--- config.mk ---
export PLATFORM = sky130hd
export DESIGN_NAME = kfpu_ram
export DESIGN_NICKNAME = d
export VERILOG_FILES = /design/src/hw/rtl/assert_macros.svh /design/src/hw/rtl/kfpu_ram.sv
export SDC_FILE = /design/constraint.sdc
export NUM_CORES = 1
export LEC_CHECK = 0
export BUFFER_PORTS_ARGS = -buffer_cell sky130_fd_sc_hd__clkbuf_2
export CORE_ASPECT_RATIO = 0.8
export CORE_MARGIN = 1.5
export CORE_UTILIZATION = 55
export DETAILED_ROUTE_END_ITERATION = 12
export PLACE_DENSITY = 0.73
export SYNTH_ARGS = -nofsm -noshare
export SYNTH_HDL_FRONTEND = slang
export SYNTH_SLANG_ARGS = --single-unit
--- constraint.sdc ---
create_clock -name clk -period 7.6 [get_ports clk]
set_clock_uncertainty 0.05 [all_clocks]
set_input_delay 0.76 -clock clk [delete_from_list [all_inputs] [get_ports clk]]
set_output_delay 0.76 -clock clk [all_outputs]
set_load 0.01 [all_outputs]
--- src/hw/rtl/assert_macros.svh ---
// Assertion helpers shared by the RTL.
`ifndef ASSERT_MACROS_SVH
`define ASSERT_MACROS_SVH

// Same-cycle implication, checked out of reset.
`define KFPU_ASSERT_IMP(lbl, ante, cons) \
  lbl: assert property (@(posedge clk) disable iff (!rst_n) (ante) |-> (cons)) \
    else $error("kfpu check failed");

// Next-cycle implication, checked out of reset.
`define KFPU_ASSERT_NXT(lbl, ante, cons) \
  lbl: assert property (@(posedge clk) disable iff (!rst_n) (ante) |=> (cons)) \
    else $error("kfpu check failed");

`endif

--- src/hw/rtl/kfpu_ram.sv ---
module kfpu_ram #(
  parameter int WIDTH = 32,
  parameter int DEPTH = 16
) (
  input  logic                     clk,
  input  logic                     we,
  input  logic [$clog2(DEPTH)-1:0] waddr,
  input  logic [WIDTH-1:0]         wdata,
  input  logic [$clog2(DEPTH)-1:0] raddr,
  output logic [WIDTH-1:0]         rdata
);

  logic [WIDTH-1:0] mem_r [DEPTH];
  logic [WIDTH-1:0] rdata_r;

  always_ff @(posedge clk) begin
    if (we) begin
      mem_r[waddr] <= wdata;
    end
    rdata_r <= mem_r[raddr];
  end

  assign rdata = rdata_r;

endmodule

Word-level counts from Yosys, hierarchy flattened
Memory sizes are Yosys's and may differ from the RTL's. A register that Yosys moved wholly into a read port is not among the register bits.
Index checks and enable logic that the tools add are counted.
Cells by class
  add/sub/neg operators: 0
  $mul: 0
  divide/modulo/power cells: 0
  $lt $le $gt $ge: 0
  eq/ne operators: 0
  shift-type cells: 0
  muxes and demuxes: 2
  bitwise gates (word level): 0
  reductions and logical operators: 0
Operator list (count)
  $mux W1: 2
Storage, ports and cells
  register bits after elaboration: 0
  latch bits: 0
  memory bits (writable): 512
  bits in read-only memories: 0
  output and inout bits: 32
  word-level logic and storage cells: 3
  memories: 1
Memory list
  mem_r: words 16, bits a word 32, rd ports 1, clocked after memory_dff 1, wr ports 1, RTL line kfpu_ram.sv:13  | logic [WIDTH-1:0] mem_r [DEPTH];

Longest topological paths before layout
  depth after elaboration: 2
  mapped depth: 5
  gate-level depth less buffers: 3

Least setup slack after synthesis
No wires, ideal clock.
  path type: in2reg
  start: input waddr[2]
  end: memory mem_r[0][0], enable pin
  setup time: 0.461 ns
  data arrival time: 3.478 ns
  data required time: 7.089 ns
  slack: 3.610 ns
  stages: 2
  buffers on the path: 0
  path through: or3b_2 > nor3_1
RTL lines
  start: declaration: RTL line kfpu_ram.sv:7  | input logic [$clog2(DEPTH)-1:0] waddr,
  end: declaration: RTL line kfpu_ram.sv:13
Straight into the memory's write port.

==> flow_metrics.env <==
export IMPL_post_route_period_util=0.367
export IMPL_clk_latency_ns=0.57
export IMPL_start_util=0.555
export IMPL_grt_pass1_wl_um=59700
export IMPL_nets=983
export IMPL_peakVddDrop_mv=0.194
export IMPL_die_x_um=215
export IMPL_crit_chain="buf_4, buf_4, mux4_2, a22oi_1, nand2_1"
export IMPL_fmax_mhz=359
export IMPL_hold_end="mem_r[14][26]$_DFFE_PP_"
export IMPL_reg2regPathDepth=3
export IMPL_ctsLongestPathBuffers=3
export IMPL_slew_headroom=0.301
export IMPL_fin_crit_ns=2.79
export IMPL_cts_repair_resize_count=0
export IMPL_antenna_found_initial=2
export IMPL_synth_seq_cells=544
export IMPL_syn_inst=838
export IMPL_firstDrtPassIters=5
export IMPL_post_cts_setup_buffers=0
export IMPL_hold_class="input port to register"
export IMPL_p_leak_uw=0.00722
export IMPL_gp_congestion=0.748
export IMPL_timing_final_hold_violations=0
export IMPL_crit_family="buffers and inverters"
export IMPL_grt_max_degree=69
export IMPL_dieArea_mm2=0.0373
export IMPL_setup_worst_path_end_class="register"
export IMPL_slowest_delay_ns=0.83
export IMPL_first_iter_violations=973
export IMPL_clkTransAtPathRegs_ns=0.06
export IMPL_synth_cell_area_mm2=0.0199
export IMPL_syn_area_per_cell_um2=23.7
export IMPL_slowest_stage="buf_4"
export IMPL_drive_gt1_frac=0.319
export IMPL_reg2reg_from="mem_r[3][18]$_DFFE_PP_"
export IMPL_holdWs_ns=0.539
export IMPL_ios=74
export IMPL_synth_most_common_cell="edfxtp_1"
export IMPL_routed_wl_um=40000
export IMPL_synth_edff_count=512
export IMPL_yosysWarnings=0
export IMPL_crit_required_ns=8.00
export IMPL_die_h_um=173
export IMPL_cp_start_kind="input port"
export IMPL_synth_ff_type="edfxtp_1"
export IMPL_via_per_inst=6.20
export IMPL_setup_violations_final=0
export IMPL_track_usage=0.221
export IMPL_synth_top_area_frac=0.774
export IMPL_synth_nets=880
export IMPL_setup_tns_ns=0
export IMPL_postRouteAntennaNets=0
export IMPL_htreeDepth=2
export IMPL_cts_tree="built"
export IMPL_yosys_area_top_type="edfxtp_1"
export IMPL_drv_cap=0
export IMPL_ys_types=18
export IMPL_dp_hpwl_um=19400
export IMPL_grt_overflow=0
export IMPL_p_per_area_mw_per_mm2=269
export IMPL_yosysSeqAreaShare=0.807
export IMPL_outcome="finished, final reports clean"
export IMPL_hold_buffers=0
export IMPL_syn2layout_area_growth_pct=13.1
export IMPL_ff2ff_setup_slack_ns=6.22
export IMPL_core_mm2=0.0358
export IMPL_clkSinkCount=544
export IMPL_cpMostUsedCell="buf_4"
export IMPL_io_buffers=73
export IMPL_rsz0062_at_grt="false"
export IMPL_grt_pass1_vias=9229
export IMPL_r2r_end="rdata[18]$_DFF_P_"
export IMPL_via_count=9064
export IMPL_slew_violations=0
export IMPL_criticalPathCategory="input port to register"
export IMPL_timing_final_ws_setup_ns=4.81
export IMPL_tightest_slew_ns=1.05
export IMPL_drc_errors=0
export IMPL_synthArstFlopShare=0
export IMPL_cts_root_buf="clkbuf_16"
export IMPL_rows=62
export IMPL_crit_buf_inv=2
export IMPL_utilization=0.628
export IMPL_yosys_top_cells_area="edfxtp_1 (77%), mux4_2 (15%), dfxtp_1 (3.2%), a22oi_1 (2.4%), nand2_1 (0.62%)"
export IMPL_cts_inserted_buffers=49
export IMPL_holdPathStages=1
export IMPL_min_from="wdata[26]"
export IMPL_wire_per_inst_um=27.4
export IMPL_arrival_ns=3.19
export IMPL_synth_common_cells="edfxtp_1 (512), mux4_2 (128), a22oi_1 (64), nand2_1 (33), dfxtp_1 (32)"
export IMPL_cp_max_fo=68
export IMPL_pre_cts_slack_ns=4.23
==> worst max-delay path by stage <==
| stage | cells after the start | from | slack [ns] | end |
|---|---|---|---|---|
| floorplan | 2 | waddr[2] | 3.61 | mem_r[0][0]$_DFFE_PP_ |
| CTS | 5 | raddr[1] | 4.83 | rdata[27]$_DFF_P_ |
| global route | 5 | raddr[1] | 4.69 | rdata[6]$_DFF_P_ |
| finish | 5 | raddr[1] | 4.81 | rdata[6]$_DFF_P_ |
| global placement | 5 | raddr[1] | 4.28 | rdata[27]$_DFF_P_ |
| detailed placement | 5 | raddr[1] | 4.23 | rdata[27]$_DFF_P_ |
==> kinds of logic after synthesis <==
group           after synthesis  synth area share
flops                       544             0.807
mux                         128             0.145
compound gates               64            0.0242
simple gates                 59            0.0127
buf+inv                      43            0.0112
==> through the flow <==
| step | cells | total power [µW] | instance area, µm² |
|---|---|---|---|
| finish | 1462 | 6040 | 22500 |
| global route | 1461 | 6220 | 22500 |
| CTS | 1461 | 6090 | 22500 |
| detailed placement | 1370 | 3730 | 20900 |
| global placement | 1370 | 3720 | 20900 |
| floorplan | 838 | 3600 | 19900 |
==> final cells by class <==
class,count,area (µm²)
flip-flops and latches,544,16000
multi-input cells,251,3750
clock buffers,75,1450
repair buffers,95,542
well taps,480,601
clock inverters,16,105
diodes,1,2.50
fillers,2339,13300
==> routing by layer <==
| metal | wire length, µm | up-vias | global-route usage |
|---|---|---|---|
| met5 | 11 | - | 0 |
| met4 | 845 | 2 | 0.0618 |
| met3 | 3070 | 68 | 0.0438 |
| met2 | 19300 | 367 | 0.341 |
| met1 | 16800 | 4844 | 0.331 |
| li1 | - | 3783 | - |
==> power by group <==
| group | switching (µW) | internal [µW] | leakage, µW |
|---|---|---|---|
| Combinational | 172 | 117 | 0.00156 |
| Sequential | 22.9 | 3350 | 0.00489 |
| Clock | 1030 | 1350 | 0.000765 |
==> sequential cells by signal, summed over array words and instances (netlist names) <==
signal  cells
rdata      32
mem_r     512
==> layout by cell type (no fill, tap or decap), types with 9 or more instances in the layout <==
cell type	count
edfxtp_1	512
mux4_2	128
clkbuf_2	71
a22oi_1	64
clkbuf_16	51
nand2_1	33
dfxtp_1	32
buf_4	23
clkbuf_1	16
nor2_4	13
clkbuf_8	9
(Power assumes the default switching activity.)
