===== config.mk =====
export PLATFORM = sky130hd
export DESIGN_NAME = kfpu_mac
export DESIGN_NICKNAME = d
export VERILOG_FILES = /design/src/hw/rtl/assert_macros.svh /design/src/hw/rtl/kfpu_pkg.sv /design/src/hw/rtl/kfpu_mac.sv
export SDC_FILE = /design/constraint.sdc
export NUM_CORES = 2
export LEC_CHECK = 0
export BUFFER_PORTS_ARGS = -buffer_cell sky130_fd_sc_hd__buf_2
export CAP_MARGIN = 10
export CORE_UTILIZATION = 65
export CTS_CLUSTER_DIAMETER = 60
export CTS_CLUSTER_SIZE = 16
export DETAILED_ROUTE_END_ITERATION = 10
export HOLD_SLACK_MARGIN = 0.03
export PLACE_DENSITY = 0.9
export SYNTH_ARGS = -nofsm -noshare
export SYNTH_HDL_FRONTEND = slang
export SYNTH_SLANG_ARGS = --single-unit

===== constraint.sdc =====
create_clock -name clk -period 9.4 [get_ports clk]
set_clock_uncertainty 0.05 [all_clocks]
set_input_delay 0.47 -clock clk [delete_from_list [all_inputs] [get_ports clk]]
set_output_delay 0.47 -clock clk [all_outputs]
set_load 0.1 [all_outputs]

===== src/hw/rtl/assert_macros.svh =====
// Assertion helpers shared by the RTL.
`ifndef ASSERT_MACROS_SVH
`define ASSERT_MACROS_SVH

// Same-cycle implication, checked out of reset.
`define KFPU_ASSERT_IMP(lbl, ante, cons) \
  lbl: assert property (@(posedge clk) disable iff (!rst_n) (ante) |-> (cons)) \
    else $error("kfpu check failed");

// Next-cycle implication, checked out of reset.
`define KFPU_ASSERT_NXT(lbl, ante, cons) \
  lbl: assert property (@(posedge clk) disable iff (!rst_n) (ante) |=> (cons)) \
    else $error("kfpu check failed");

`endif


===== src/hw/rtl/kfpu_pkg.sv =====
package kfpu_pkg;

  localparam int DATA_W = 32;
  localparam int ACC_W  = 64;

  localparam int DEF_STATE_DIM = 4;
  localparam int DEF_MEAS_DIM  = 2;
  localparam int DEF_FRAC_BITS = 16;

  typedef logic signed [DATA_W-1:0] word_t;
  typedef logic signed [ACC_W-1:0]  acc_t;

  localparam logic [1:0] KIND_LOAD = 2'd0;
  localparam logic [1:0] KIND_PRED = 2'd1;
  localparam logic [1:0] KIND_UPD  = 2'd2;

  localparam logic [2:0] SEL_TRANS = 3'd0;
  localparam logic [2:0] SEL_PNOISE = 3'd1;
  localparam logic [2:0] SEL_MEAS  = 3'd2;
  localparam logic [2:0] SEL_MNOISE = 3'd3;
  localparam logic [2:0] SEL_COV   = 3'd4;
  localparam logic [2:0] SEL_STATE = 3'd5;

  localparam logic [1:0] STAT_OK   = 2'd0;
  localparam logic [1:0] STAT_SING = 2'd1;
  localparam logic [1:0] STAT_SAT  = 2'd2;

  typedef struct packed {
    logic init;
    logic mul;
    logic acc;
    logic sub;
  } mac_ctl_t;

endpackage


===== src/hw/rtl/kfpu_mac.sv =====
module kfpu_mac #(
  parameter int FRAC_BITS = 16
) (
  input  logic                clk,
  input  kfpu_pkg::mac_ctl_t  ctl,
  input  kfpu_pkg::word_t     init_val,
  input  kfpu_pkg::word_t     a,
  input  logic signed [32:0]  b,
  output kfpu_pkg::acc_t      acc,
  output kfpu_pkg::word_t     sat_val,
  output logic                sat
);
  import kfpu_pkg::*;

  localparam logic signed [64:0] HALF = 65'sd1 <<< (FRAC_BITS - 1);
  localparam acc_t MAX_W = 64'sd2147483647;
  localparam acc_t MIN_W = -64'sd2147483648;

  logic signed [64:0] prod_r;
  logic signed [64:0] prod_nxt;
  logic signed [64:0] rnd;
  acc_t               acc_r;

  assign prod_nxt = a * b;
  assign rnd      = (prod_r + HALF) >>> FRAC_BITS;

  always_ff @(posedge clk) begin
    if (ctl.mul) begin
      prod_r <= prod_nxt;
    end
    if (ctl.init) begin
      acc_r <= ACC_W'(init_val);
    end else if (ctl.acc) begin
      if (ctl.sub) begin
        acc_r <= acc_r - ACC_W'(rnd);
      end else begin
        acc_r <= acc_r + ACC_W'(rnd);
      end
    end
  end

  always_comb begin
    sat     = 1'b1;
    sat_val = word_t'(acc_r[DATA_W-1:0]);
    if (acc_r > MAX_W) begin
      sat_val = word_t'(MAX_W[DATA_W-1:0]);
    end else if (acc_r < MIN_W) begin
      sat_val = word_t'(MIN_W[DATA_W-1:0]);
    end else begin
      sat = 1'b0;
    end
  end

  assign acc = acc_r;

endmodule


# Word-level counts from Yosys, hierarchy flattened
# Cells that the tools add are included.
# W data, S select, Z words.
totals:
  mem_bits_ro: 0
  latch_bits: 0
  out_inout_bits: 97
  ramBits: 0
  mem_count: 0
  register_bits: 129
classes:
  mux: 7
  eq_ne: 0
  n_lt_le_gt_ge: 2
  div: 0
  n_addsub: 3
  n_bitwise: 0
  mul: 1
  shift: 0
  n_reduce_logical: 1
op_table:
  columns: ["op", "count"]
  rows:
  - ["$mux W64", 3]
  - ["$add A65 B17 Y65 const B", 1]
  - ["$mul A32 B33 Y65", 1]
  - ["$add A64 B49 Y64", 1]
  - ["$gt A64 B32 Y1 const B", 1]
  - ["$lt A64 B32 Y1 const B", 1]
  - ["$mux W32", 2]
  - ["$sub A64 B49 Y64", 1]
  - ["$mux W1", 2]
  - ["$reduce_bool A2 Y1", 1]

# Depth between registers and ports, before layout
logic_depth:
  depth_word: 5
  mapped_depth: 31
  ltp_nobuf: 30

# Worst setup path before layout
# OpenSTA, ideal clock, no wires.
synth_path:
  path_type: "input-to-reg"
  startpoint: "input port a[31]"
  endpoint: "register prod_r[64] (data pin)"
  path_buffers: 1
  required_ps: 9090
  setup_slack_ps: 1144
  path_stages: 25
  t_arrival_ps: 7946
  path_cell_list: "clkinv_1 > buf_1 > nor2_1 > fa_1 > fa_1 > fa_1 > fa_1 > fa_1 > fa_1 > fa_1 > inv_1 > fa_1 > inv_1 > ha_1 > a21o_1 > a21o_1 > a2111oi_0 > o21bai_1 > a221o_1 > nand4bb_1 > o211ai_1 > o21ai_1 > or4_1 > a31oi_1 > xnor2_1"
synth_between:
  elab_chain_cells: 1
synth_rtl:
  columns: ["item", "line_no", "text"]
  rows:
  - ["from (decl)", "kfpu_mac.sv:7", "input kfpu_pkg::word_t a,"]
  - ["$mul A32 B33 Y65", "kfpu_mac.sv:24", "assign prod_nxt = a * b;"]
  - ["via prod_nxt[64]", "kfpu_mac.sv:20", "logic signed [64:0] prod_nxt;"]
  - ["to (signal assigned)", "kfpu_mac.sv:29", "prod_r <= prod_nxt;"]
  - ["to (decl)", "kfpu_mac.sv:19", "logic signed [64:0] prod_r;"]
# The timed path passes the listed nets, and every way through them passes these cells.
# A chain may end at the register's enable or synchronous reset.

# Final worst setup path
layout_path:
  startpoint: "input port b[23]"
  endpoint: "register prod_r[64] (data pin)"
layout_between:
  elab_chain_cells: 1
layout_rtl:
  columns: ["item", "line_no", "text"]
  rows:
  - ["from (decl)", "kfpu_mac.sv:8", "input logic signed [32:0] b,"]
  - ["$mul A32 B33 Y65", "kfpu_mac.sv:24", null]
  - ["via prod_nxt[64]", "kfpu_mac.sv:20", null]
# The timed path passes the listed nets, and every way through them passes these cells.

==> reports/results.tsv <==
metric	value	unit
outcome	finished, final reports clean	
WL final	133000	um
hold path startpoint	init_val[3]	
Critical Path RT	9.51	ns
Clock Root Buffer	clkbuf_16	
Inst Count DP	6116	
Final ANT Viol Nets	0	
Worst-Skew Late Latency	0.43	ns
hpwl dp	112000	um
Hold EP	acc[3]	
ratio of cells with drive above 1 in the final layout	0.0710	
unrepaired setup endpoints after global routing	false	
number of max-cap violations	0	
full die area	73800	um2
nets	6646	
Buf/Inv on CP	6	
pin count of the biggest net entering global routing	97	
Final Cycle Share	0.921	
H-tree levels	4	
vias in the first global route	39200	
routability cong.	1.04	
post-synthesis register bit count	114	
post-CTS sizing	0	
Tmin final	8.66	ns
number of setup violations in the final report	0	
clk slew on worst S/H paths	0.05	ns
Crit Path Max Fanout	17	
CP Capture Type	flip-flop	
Top Metal Used	met5	
row count	98	
Warnings, synthesis	0	
first-pass GRT wire length	211000	um
Place WS	0.351	ns
CTS tree	yes	
Synth area leaders	fa_1 (47%), inv_1 (8.0%), edfxtp_1 (7.2%)	
Routed WL per cell	21.6	um
post-synthesis sequential area ratio	0.0724	
Non-Filler Instances	6152	
IO buf count	198	
First-pass DRT Iterations	6	
CTS Hold Buffers Added	0	
number of I/O pins	199	
Tot GR Track Use	0.373	
setup TNS	0	ns
Starting Density	0.659	
area leader, netlist	fa_1	
most frequent CP cell	fa_1	
reg2reg path depth	22	
EDFF count, synth	114	
fillcell total	5073	
WL met2	59300	um
number of CTS-inserted buffers	17	
initial antenna violation count	7	
Max transition margin	0.267	
syn nets	6608	
Placeable Area	71700	um2
WL met3	19100	um
top_reg_cell synth	edfxtp_1	
vias	36900	
DIE HEIGHT	272	um
critical path launch point type	input pin	
CP Class	in -> reg	
GR Overflow Total	0	
Avg Inst Size Synth	9.19	um2
fmax	115	MHz
Crit. Startpoint	b[23]	
commonest cells after routing, fill and taps aside	fa_1 (1112), inv_1 (1010), nand2_1 (697)	
crit-path leading delay family	adder cells	
commonest non-fill, non-tap cell in the layout	fa_1	
Slew Viols, Final	0	
WP data arrival	8.76	ns
top cell type's share of synthesized area	0.471	
WHS Path Cells	3	
slowest CP cell	fa_1	
TritonCTS Sinks	114	
M1 WL	47000	um
FF-to-FF Start	prod_r[16]	
reg-to-reg setup timing slack	2.25	ns
Vias/cell	5.99	
DRC viols	0	
die width	272	um
Slew @ Worst Pin	1.10	ns
Initial DRC Count	3775	
Worst R2R End	acc[60]	
post-CTS setup buffers	0	
setup ws final	0.741	ns
Netlist cell types	86	
Mapped Area	47300	um2
CP max stage delay	0.56	ns
asr flop ratio synth	0	
CTS Buffer Depth	2	
Cells after Synth	5147	
Final Hold Viols	0	
P&R area growth vs syn	5.16	%
Worst Hold Class	in -> reg	
per-layer routing:
layer,GRT usage,up-vias
li1,-,15700
met1,0.462,18200
met2,0.581,2468
met3,0.136,504
met4,0.182,6
met5,0,-
sequential cells by signal (all words and copies together), names as in the netlist:
name and cells:
prod_r 50, acc 64
per-stage QoR:
stage	cell area [um2]	hold WS, ns	utilization
after detailed placement	49200	0.704	0.685
after global routing	49700	0.277	0.693
after global placement	49200	0.697	0.685
final	49700	0.271	0.693
after floorplan	47300	0.532	-
after CTS	49700	0.253	0.693
synthesized netlist by cell type, types with 9 or more instances:
master / count
a21o_1: 79
nor4_1: 20
fa_1: 1112
ha_1: 247
nand2b_1: 25
o31ai_1: 10
o21bai_1: 10
and2_1: 523
or2_2: 9
o21a_1: 24
o21ai_0: 122
buf_1: 9
clkbuf_1: 249
a211oi_1: 9
a21oi_1: 128
nand2_1: 697
inv_1: 1010
and4_1: 15
and3_1: 20
xor2_1: 77
nor2_1: 132
xnor2_1: 134
buf_2: 14
nand4_1: 49
a31oi_1: 26
or3_1: 19
nor2b_1: 17
edfxtp_1: 114
a211o_1: 9
nand3_1: 57
nor3_1: 41
mux2i_1: 9
worst register-to-register path, cell delays in order, from the launching register on:
cell and delay, ns:
edfxtp_1 0.40, ha_1 0.45, inv_1 0.18, nor4_1 0.39, xnor2_1 0.26, o2111ai_1 0.25, nor4_2 0.50, nand3_1 0.29
nor2_1 0.30, a31oi_1 0.16, xnor2_1 0.16, ha_1 0.39, a21o_1 0.19, a21o_1 0.17, a21oi_1 0.22, nand2_1 0.11
nor4b_1 0.74, o311ai_1 0.26, a31oi_1 0.63, o211ai_1 0.27, a41oi_1 0.29, xor2_1 0.15, o21ai_0 0.07
final cells by class:
cell class                      instances  area, um2  share of cell area
Antenna cell                            5       12.5            0.000252
Clock buffer                           19        433             0.00871
Clock inverter                         12        118             0.00237
Inverter                             1011       3790              0.0763
Multi-Input combinational cell       3747      39000               0.785
Sequential cell                       114       3420              0.0688
Tap cell                              950       1190              0.0239
Timing Repair Buffer                  294       1740              0.0349
cell families after synthesis:
group                    count (synthesis)  share of synthesized area
adder cells (fa/ha/maj)               1359                      0.536
AO/OA/AOI/OAI                          496                     0.0668
XOR/XNOR                               212                     0.0394
multiplexers                            13                    0.00294
AND/OR/NAND/NOR                       1667                      0.180
flip-flops                             114                     0.0724
buffers and inverters                 1286                      0.103
how the worst max path moves through the flow:
stage / endpoint / slack, ns / depth (start not counted)
after detailed placement: prod_r[64] / 0.35 / 26
after global placement: prod_r[64] / 0.47 / 26
after floorplan: prod_r[64] / 1.14 / 25
after global routing: prod_r[64] / 0.44 / 29
final: prod_r[64] / 0.74 / 26
after CTS: prod_r[64] / 0.80 / 26
Power is not shown: default switching activity piles up to over one toggle a cycle in this logic, so the estimate is an artifact.
