**src/hw/rtl/assert_macros.svh**
```systemverilog
// Assertion helpers shared by the RTL.
`ifndef ASSERT_MACROS_SVH
`define ASSERT_MACROS_SVH

// Same-cycle implication, checked out of reset.
`define KFPU_ASSERT_IMP(lbl, ante, cons) \
  lbl: assert property (@(posedge clk) disable iff (!rst_n) (ante) |-> (cons)) \
    else $error("kfpu check failed");

// Next-cycle implication, checked out of reset.
`define KFPU_ASSERT_NXT(lbl, ante, cons) \
  lbl: assert property (@(posedge clk) disable iff (!rst_n) (ante) |=> (cons)) \
    else $error("kfpu check failed");

`endif

```
**src/hw/rtl/kfpu_pkg.sv**
```systemverilog
package kfpu_pkg;

  localparam int DATA_W = 32;
  localparam int ACC_W  = 64;

  localparam int DEF_STATE_DIM = 4;
  localparam int DEF_MEAS_DIM  = 2;
  localparam int DEF_FRAC_BITS = 16;

  typedef logic signed [DATA_W-1:0] word_t;
  typedef logic signed [ACC_W-1:0]  acc_t;

  localparam logic [1:0] KIND_LOAD = 2'd0;
  localparam logic [1:0] KIND_PRED = 2'd1;
  localparam logic [1:0] KIND_UPD  = 2'd2;

  localparam logic [2:0] SEL_TRANS = 3'd0;
  localparam logic [2:0] SEL_PNOISE = 3'd1;
  localparam logic [2:0] SEL_MEAS  = 3'd2;
  localparam logic [2:0] SEL_MNOISE = 3'd3;
  localparam logic [2:0] SEL_COV   = 3'd4;
  localparam logic [2:0] SEL_STATE = 3'd5;

  localparam logic [1:0] STAT_OK   = 2'd0;
  localparam logic [1:0] STAT_SING = 2'd1;
  localparam logic [1:0] STAT_SAT  = 2'd2;

  typedef struct packed {
    logic init;
    logic mul;
    logic acc;
    logic sub;
  } mac_ctl_t;

endpackage

```
**src/hw/rtl/kfpu_div.sv**
```systemverilog
module kfpu_div #(
  parameter int FRAC_BITS = 16
) (
  input  logic            clk,
  input  logic            rst_n,
  input  logic            start,
  input  kfpu_pkg::word_t num,
  input  kfpu_pkg::acc_t  den,
  output logic            done,
  output kfpu_pkg::word_t quo,
  output logic            sat
);
  import kfpu_pkg::*;

  localparam int DW = DATA_W + FRAC_BITS;
  localparam int CW = $clog2(DW + 1);

  logic [ACC_W:0]   rem_r;
  logic [DW-1:0]    dvd_r;
  logic [ACC_W-1:0] den_r;
  logic             neg_r;
  logic [CW-1:0]    cnt_r;
  logic             run_r;
  logic             done_r;

  logic [ACC_W:0]   rem_sh;
  logic             take;
  logic [DATA_W-1:0] num_mag;
  logic [DW-1:0]    big_max;

  assign num_mag = num[DATA_W-1] ? DATA_W'(-num) : DATA_W'(num);
  assign rem_sh  = {rem_r[ACC_W-1:0], dvd_r[DW-1]};
  assign take    = rem_sh >= {1'b0, den_r};
  assign big_max = DW'({1'b0, {(DATA_W-1){1'b1}}});

  always_ff @(posedge clk) begin
    if (!rst_n) begin
      run_r  <= 1'b0;
      done_r <= 1'b0;
      cnt_r  <= '0;
    end else begin
      done_r <= 1'b0;
      if (start) begin
        run_r <= 1'b1;
        cnt_r <= CW'(DW);
      end else if (run_r) begin
        cnt_r <= cnt_r - 1'b1;
        if (cnt_r == CW'(1)) begin
          run_r  <= 1'b0;
          done_r <= 1'b1;
        end
      end
    end
  end

  always_ff @(posedge clk) begin
    if (start) begin
      rem_r <= '0;
      dvd_r <= {num_mag, {FRAC_BITS{1'b0}}};
      den_r <= den[ACC_W-1] ? ACC_W'(-den) : ACC_W'(den);
      neg_r <= num[DATA_W-1] ^ den[ACC_W-1];
    end else if (run_r) begin
      rem_r <= take ? (rem_sh - {1'b0, den_r}) : rem_sh;
      dvd_r <= {dvd_r[DW-2:0], take};
    end
  end

  always_comb begin
    sat = 1'b0;
    quo = neg_r ? word_t'(-dvd_r[DATA_W-1:0]) : word_t'(dvd_r[DATA_W-1:0]);
    if (!neg_r && dvd_r > big_max) begin
      sat = 1'b1;
      quo = word_t'({1'b0, {(DATA_W-1){1'b1}}});
    end else if (neg_r && dvd_r > big_max + DW'(1)) begin
      sat = 1'b1;
      quo = word_t'({1'b1, {(DATA_W-1){1'b0}}});
    end
  end

  assign done = done_r;

endmodule
```
**config.mk**
```make
export PLATFORM = sky130hd
export DESIGN_NAME = kfpu_div
export DESIGN_NICKNAME = d
export VERILOG_FILES = /design/src/hw/rtl/assert_macros.svh /design/src/hw/rtl/kfpu_pkg.sv /design/src/hw/rtl/kfpu_div.sv
export SDC_FILE = /design/constraint.sdc
export NUM_CORES = 1
export LEC_CHECK = 0
export ABC_AREA = 1
export BUFFER_PORTS_ARGS = -buffer_cell sky130_fd_sc_hd__buf_2
export CAP_MARGIN = 20
export CORE_ASPECT_RATIO = 1.25
export CORE_MARGIN = 2
export CORE_UTILIZATION = 45
export DETAILED_ROUTE_END_ITERATION = 10
export SYNTH_ARGS = -nofsm -noshare
export SYNTH_HDL_FRONTEND = slang
export SYNTH_SLANG_ARGS = --single-unit
```
**constraint.sdc**
```tcl
create_clock -name clk -period 5.7 [get_ports clk]
set_input_delay 0 -clock clk [delete_from_list [all_inputs] [get_ports clk]]
set_output_delay 0 -clock clk [all_outputs]
set_load 0.05 [all_outputs]
```
After elaboration in Yosys (flattened, before gate mapping)
Index checks and enable logic that the tools add are counted.

word-level totals
  register bits = 185
  bits of input ports = 99
  output and inout port bits = 34
  logic and storage cells = 44

cells by class
  add/sub/neg operators = 5
  magnitude comparators = 3
  equality and inequality tests = 1
  multiplexer cells = 16
  bitwise operators = 3
  reductions and logical operators = 6

operators by type and width
  operator              number
  $mux 32               4
  $mux 48               2
  $ge 65x64->1          1
  $mux 64               1
  $neg 32->32           2
  $neg 64->64           1
  $sub 64x64->64        1
  $mux 63               1
  $gt 48x31->1 const B  1
  $gt 48x32->1 const B  1
  $mux 6                2
  $eq 6x1->1 const B    1
  $mux 1                6
  $sub 6x1->6 const B   1
  $reduce_or 3->1       1
  $logic_and 1x1->1     2
  $not 1->1             2
  $reduce_bool 2->1     1
  $reduce_or 2->1       1
  $logic_not 1->1       1
  $xor 1x1->1           1

Depth between registers and ports, before layout
  depth after elaboration = 4
  mapped depth = 19
  depth with buffers taken out = 18

Least setup slack after synthesis
No wires, ideal clock.

  path type = reg-to-output
  start = reg dvd_r[1]
  end = out quo[24]
  arrival time = 2.523 ns
  data required time = 5.700 ns
  path slack = 3.177 ns
  stages on the path, launching flop included = 10
  path buffers = 0
  cells stage by stage = dfxtp_1 > inv_1 > ha_1 > inv_1 > nor2_1 > nand4_1 > or2_2 > o21ai_0 > nor2_1 > o21ai_0

on the way
  longest elaborated chain between the ends = 4
  elaborated cells between the ends (all ways) = 8
  classes of those cells = add/sub (1); order compare (2); mux (3); reduce/logical (2)

ends and longest elaborated chain
  what                                          RTL line                        source
  start: declaration                            kfpu_div.sv:19                  logic [DW-1:0] dvd_r;
  start signal: assignment                      kfpu_div.sv:59                  dvd_r <= {num_mag, {FRAC_BITS{1'b0}}};
  start signal: assignment                      kfpu_div.sv:64                  dvd_r <= {dvd_r[DW-2:0], take};
  $neg 32->32 or $gt 48x32->1 (tied branches)   kfpu_div.sv:70, kfpu_div.sv:74
  $mux 32 or $logic_and 1x1->1 (tied branches)  kfpu_div.sv:70, kfpu_div.sv:74
  $mux 32                                       kfpu_div.sv:74                  end else if (neg_r && dvd_r > big_max + DW'(1)) begin
  $mux 32 (*)                                   kfpu_div.sv:71                  if (!neg_r && dvd_r > big_max) begin
  end: declaration                              kfpu_div.sv:10                  output kfpu_pkg::word_t quo,

Every way passes the cells marked *; elsewhere a longest branch is shown, timed or not.

Worst setup path after layout
  start = reg dvd_r[43]
  end = out quo[24]

on the way
  longest elaborated chain between the ends = 4
  elaborated cells between the ends (all ways) = 6
  classes of those cells = order compare (2); mux (2); reduce/logical (2)

ends and longest elaborated chain
  what               RTL line
  $gt 48x32->1       kfpu_div.sv:74
  $logic_and 1x1->1  kfpu_div.sv:74
  $mux 32            kfpu_div.sv:74
  $mux 32 (*)        kfpu_div.sv:71

Marks and branches as above.

==> flow_summary.ini <==
[timing]
slew_headroom_pct = 32.7
worst_pin_slew_ns = 1.01
fmax_ghz = 0.295
drv_slew = 0
finalCriticalPeriod_ns = 3.39
rsz0062_at_grt = false
fin_crit_sh_pct = 59.5
finalClockSkew_ns = 0.0196
final-hold-violation-count = 0
setup_ws_ns = 2.31
setup_viol = 0
setup_tns_ns = 0

[worst_setup_path]
slowest_stage = nand2_1
endpoint_kind = output port
regToRegEndpoint = rem_r[50]$_SDFFE_PP0P_
critPathKind = reg -> out
cp_max_fo = 33
critical_path.top_delay_family = simple AND/OR/NAND/NOR gates
crit_chain = nor4_1, nand2_1, nor3_1, nand2_1, nand2_1, o21ai_0, buf_2
cpMostUsedCell = nand2_1
regToRegSetupSlack_ns = 2.41
cp_data_arrival_time_ns = 3.39
worstSetupStartpointType = flop
reg2reg_depth = 16
crit_required_ns = 5.70
worst-path-buf-inv = 1
crit_path_max_incr_delay_ns = 0.78
r2r-start = den_r[8]$_DFFE_PP_

[clocking]
numCtsBuffers = 17
max-clock-path-buffers = 2
clockRootBuffer = clkbuf_16
cts_resized = 0
clock_sinks = 185
clk_latency_ns = 0.48
htreeDepth = 4
cts_setup_buffers = 0
tritoncts = yes
path_clk_slew_ns = 0.07

[yosys]
synth_warnings = 0
synth-seq-cells = 185
synth-edff-count = 97
yosysUniqueCellTypes = 48
synth-seq-area-share_pct = 27.1
synth_area_mm2 = 0.0172
ys.flop_type = edfxtp_1
synth.avg_cell_area_um2 = 6.05
synth_fp_nets = 3017
syn_inst = 2848
synthArstFlopShare_pct = 0

[placed_design]
dp_hpwl_um = 50600
gp_congestion = 1.02
placedCellCount = 3423
place_area_mm2 = 0.0183
pre_cts_slack_ns = 2.31
portBuffers = 132

[layout]
nets = 3202
final_area_mm2 = 0.0197
fin_cells = 3538
utilization_pct = 51.9
drive_gt1_share_pct = 7.68
area_delta_synth_final_pct = 14.2
diodes = 0

[global_routing]
grt_max_degree = 66
overflow = 0
antenna_found_initial = 2
track_usage_pct = 31.7
grt_pass1_wl_um = 96200
grt_pass1_vias = 17800

[floorplanning]
core_mm2 = 0.0379
dieArea_mm2 = 0.0399
rows = 80
fp.dieH_um = 223
pin_count = 133
die_w_um = 179
initial_utilization_pct = 45.4

[min_path]
hp-start = num[1]
holdPathStages = 5
hold_class = in -> reg
whs_endpoint = dvd_r[17]$_DFFE_PP_

[routing]
vias = 18500
drt-wirelength-per-cell_um = 17.7
drc = 0
antenna_left = 0
routed_wl_um = 62700
vias_per_cell = 5.24
firstDrtPassIters = 6
drt-initial-drc-count = 1317

[status]
status = finished, final reports clean

[power_and_ir_drop]
ir_drop_mv = 0.229
p_leak_uw = 0.0103
power.density_mw_per_mm2 = 185

[flow_run]
cap_violations = 0
-- synthesized netlist by cell type (all sizes together), types with 3 or more instances --
cell,instances,area share [%]
edfxtp,97,17
nor3b,5,0.22
and2,4,0.15
o21bai,9,0.39
buf,28,1.3
o22ai,30,1.1
xor2,70,3.6
nor3,44,1.3
o21ai,89,2.6
xnor2,45,2.3
nor4,13,0.47
a31oi,5,0.18
inv,519,11
nand4,41,1.5
ha,69,5.0
nand2,1038,23
nor2,275,6.3
clkinv,3,0.065
clkbuf,33,0.72
dfxtp,88,10
nand3b,63,2.7
a21oi,79,2.3
or2,8,0.29
nand3,178,5.5
o31ai,3,0.13
-- sequential cells by signal, summed over array words and instances (netlist names) --
register / flops
done: 1
rem_r: 64
neg_r: 1
run_r: 1
cnt_r: 6
dvd_r: 48
den_r: 64
-- power breakdown --
| part | total (uW) | switching [uW] | internal (uW) |
|---|---|---|---|
| registers | 1530 | 37.2 | 1490 |
| logic | 892 | 619 | 273 |
| clock network | 1210 | 595 | 616 |
| total | 3630 | 1250 | 2380 |
-- worst max path at each step --
stage          slack (ns)  depth (start not counted)             startpoint                      to
5_1_grt              2.09                          8    dvd_r[43]$_DFFE_PP_                 quo[31]
3_5_place_dp         2.31                         14     den_r[7]$_DFFE_PP_  rem_r[50]$_SDFFE_PP0P_
2_1_floorplan        3.18                          9  dvd_r[1]$_SDFFE_PP0P_                 quo[24]
4_1_cts              2.23                          7    dvd_r[43]$_DFFE_PP_                 quo[24]
3_3_place_gp         2.33                         14     den_r[7]$_DFFE_PP_  rem_r[12]$_SDFFE_PP0P_
6_report             2.31                          7    dvd_r[43]$_DFFE_PP_                 quo[24]
-- worst reg2reg max path, stage by stage, from the launching register on --
cell and delay, ns:
edfxtp_1 0.33, inv_1 0.04, ha_1 0.36, nand2_2 0.11
nor2_2 0.21, nand3_1 0.14, nand3_2 0.22, nand2_2 0.08
nand2_2 0.16, nand2_2 0.08, nand2_2 0.10, nand2_4 0.09
nand2_4 0.52, nand2_2 0.50, nand2_1 0.18, nand2_1 0.07
nand2_1 0.05
-- routing by layer --
layer	GRT usage [%]	share of wire (%)	up-vias
li1	-	-	9253
met5	0	0.041	-
met3	3.64	4.9	131
met2	54.7	48	641
met1	38.5	42	8517
met4	16.1	5.2	4
-- timing repair --
item,in CTS,in global routing
hold buffers,83,0
setup endpoints to repair,0,0
hold endpoints to repair,95,0
-- stage by stage --
stage | power (uW) | hold WS [ns]
floorplan | 2120 | 0.0989
global placement | 2390 | 0.213
detailed placement | 2400 | 0.219
CTS | 3650 | 0.00593
global route | 3790 | 0.0286
finish | 3630 | 0.0227
-- cell type report --
class	instances	area, um^2
Multi-Input combinational cell	2080	10300
Tap cell	492	616
Clock inverter	11	87.6
Inverter	522	1960
Fill cell	3982	18300
Clock buffer	21	483
Timing Repair Buffer	227	1580
Sequential cell	185	4670
-- cell families (layout without fill, tap and decap cells) --
kind of cell,Yosys count,count (layout),share of synthesized area (%)
and+or+nand+nor,1669,1669,41.3
buffers and inverters,583,781,13.3
AOI/OAI and AO/OA,226,226,7.21
DFF,185,185,27.1
xor gates and xnor gates,115,115,5.85
adders and majority gates,70,70,5.13
-- placed cells by master (no fill, tap or decap), drive strengths merged --
cell type,instances
a21o,1
clkinv,7
a31o,1
nor2,275
or2,8
ha,69
o21ai,89
clkinvlp,4
inv,522
nor4,13
nor3,44
o21bai,9
xor2,70
a211oi,2
a41oi,1
nor3b,5
nand3,178
o21a,1
o2111ai,2
nand3b,63
nand2,1038
o211ai,2
nand4,41
dlygate4sd3,83
dfxtp,88
and2,4
xnor2,45
a21oi,79
o31ai,3
o22ai,30
edfxtp,97
o32ai,1
fa,1
buf,144
clkbuf,21
a31oi,5
No activity file was read; power rests on OpenSTA's default activity.
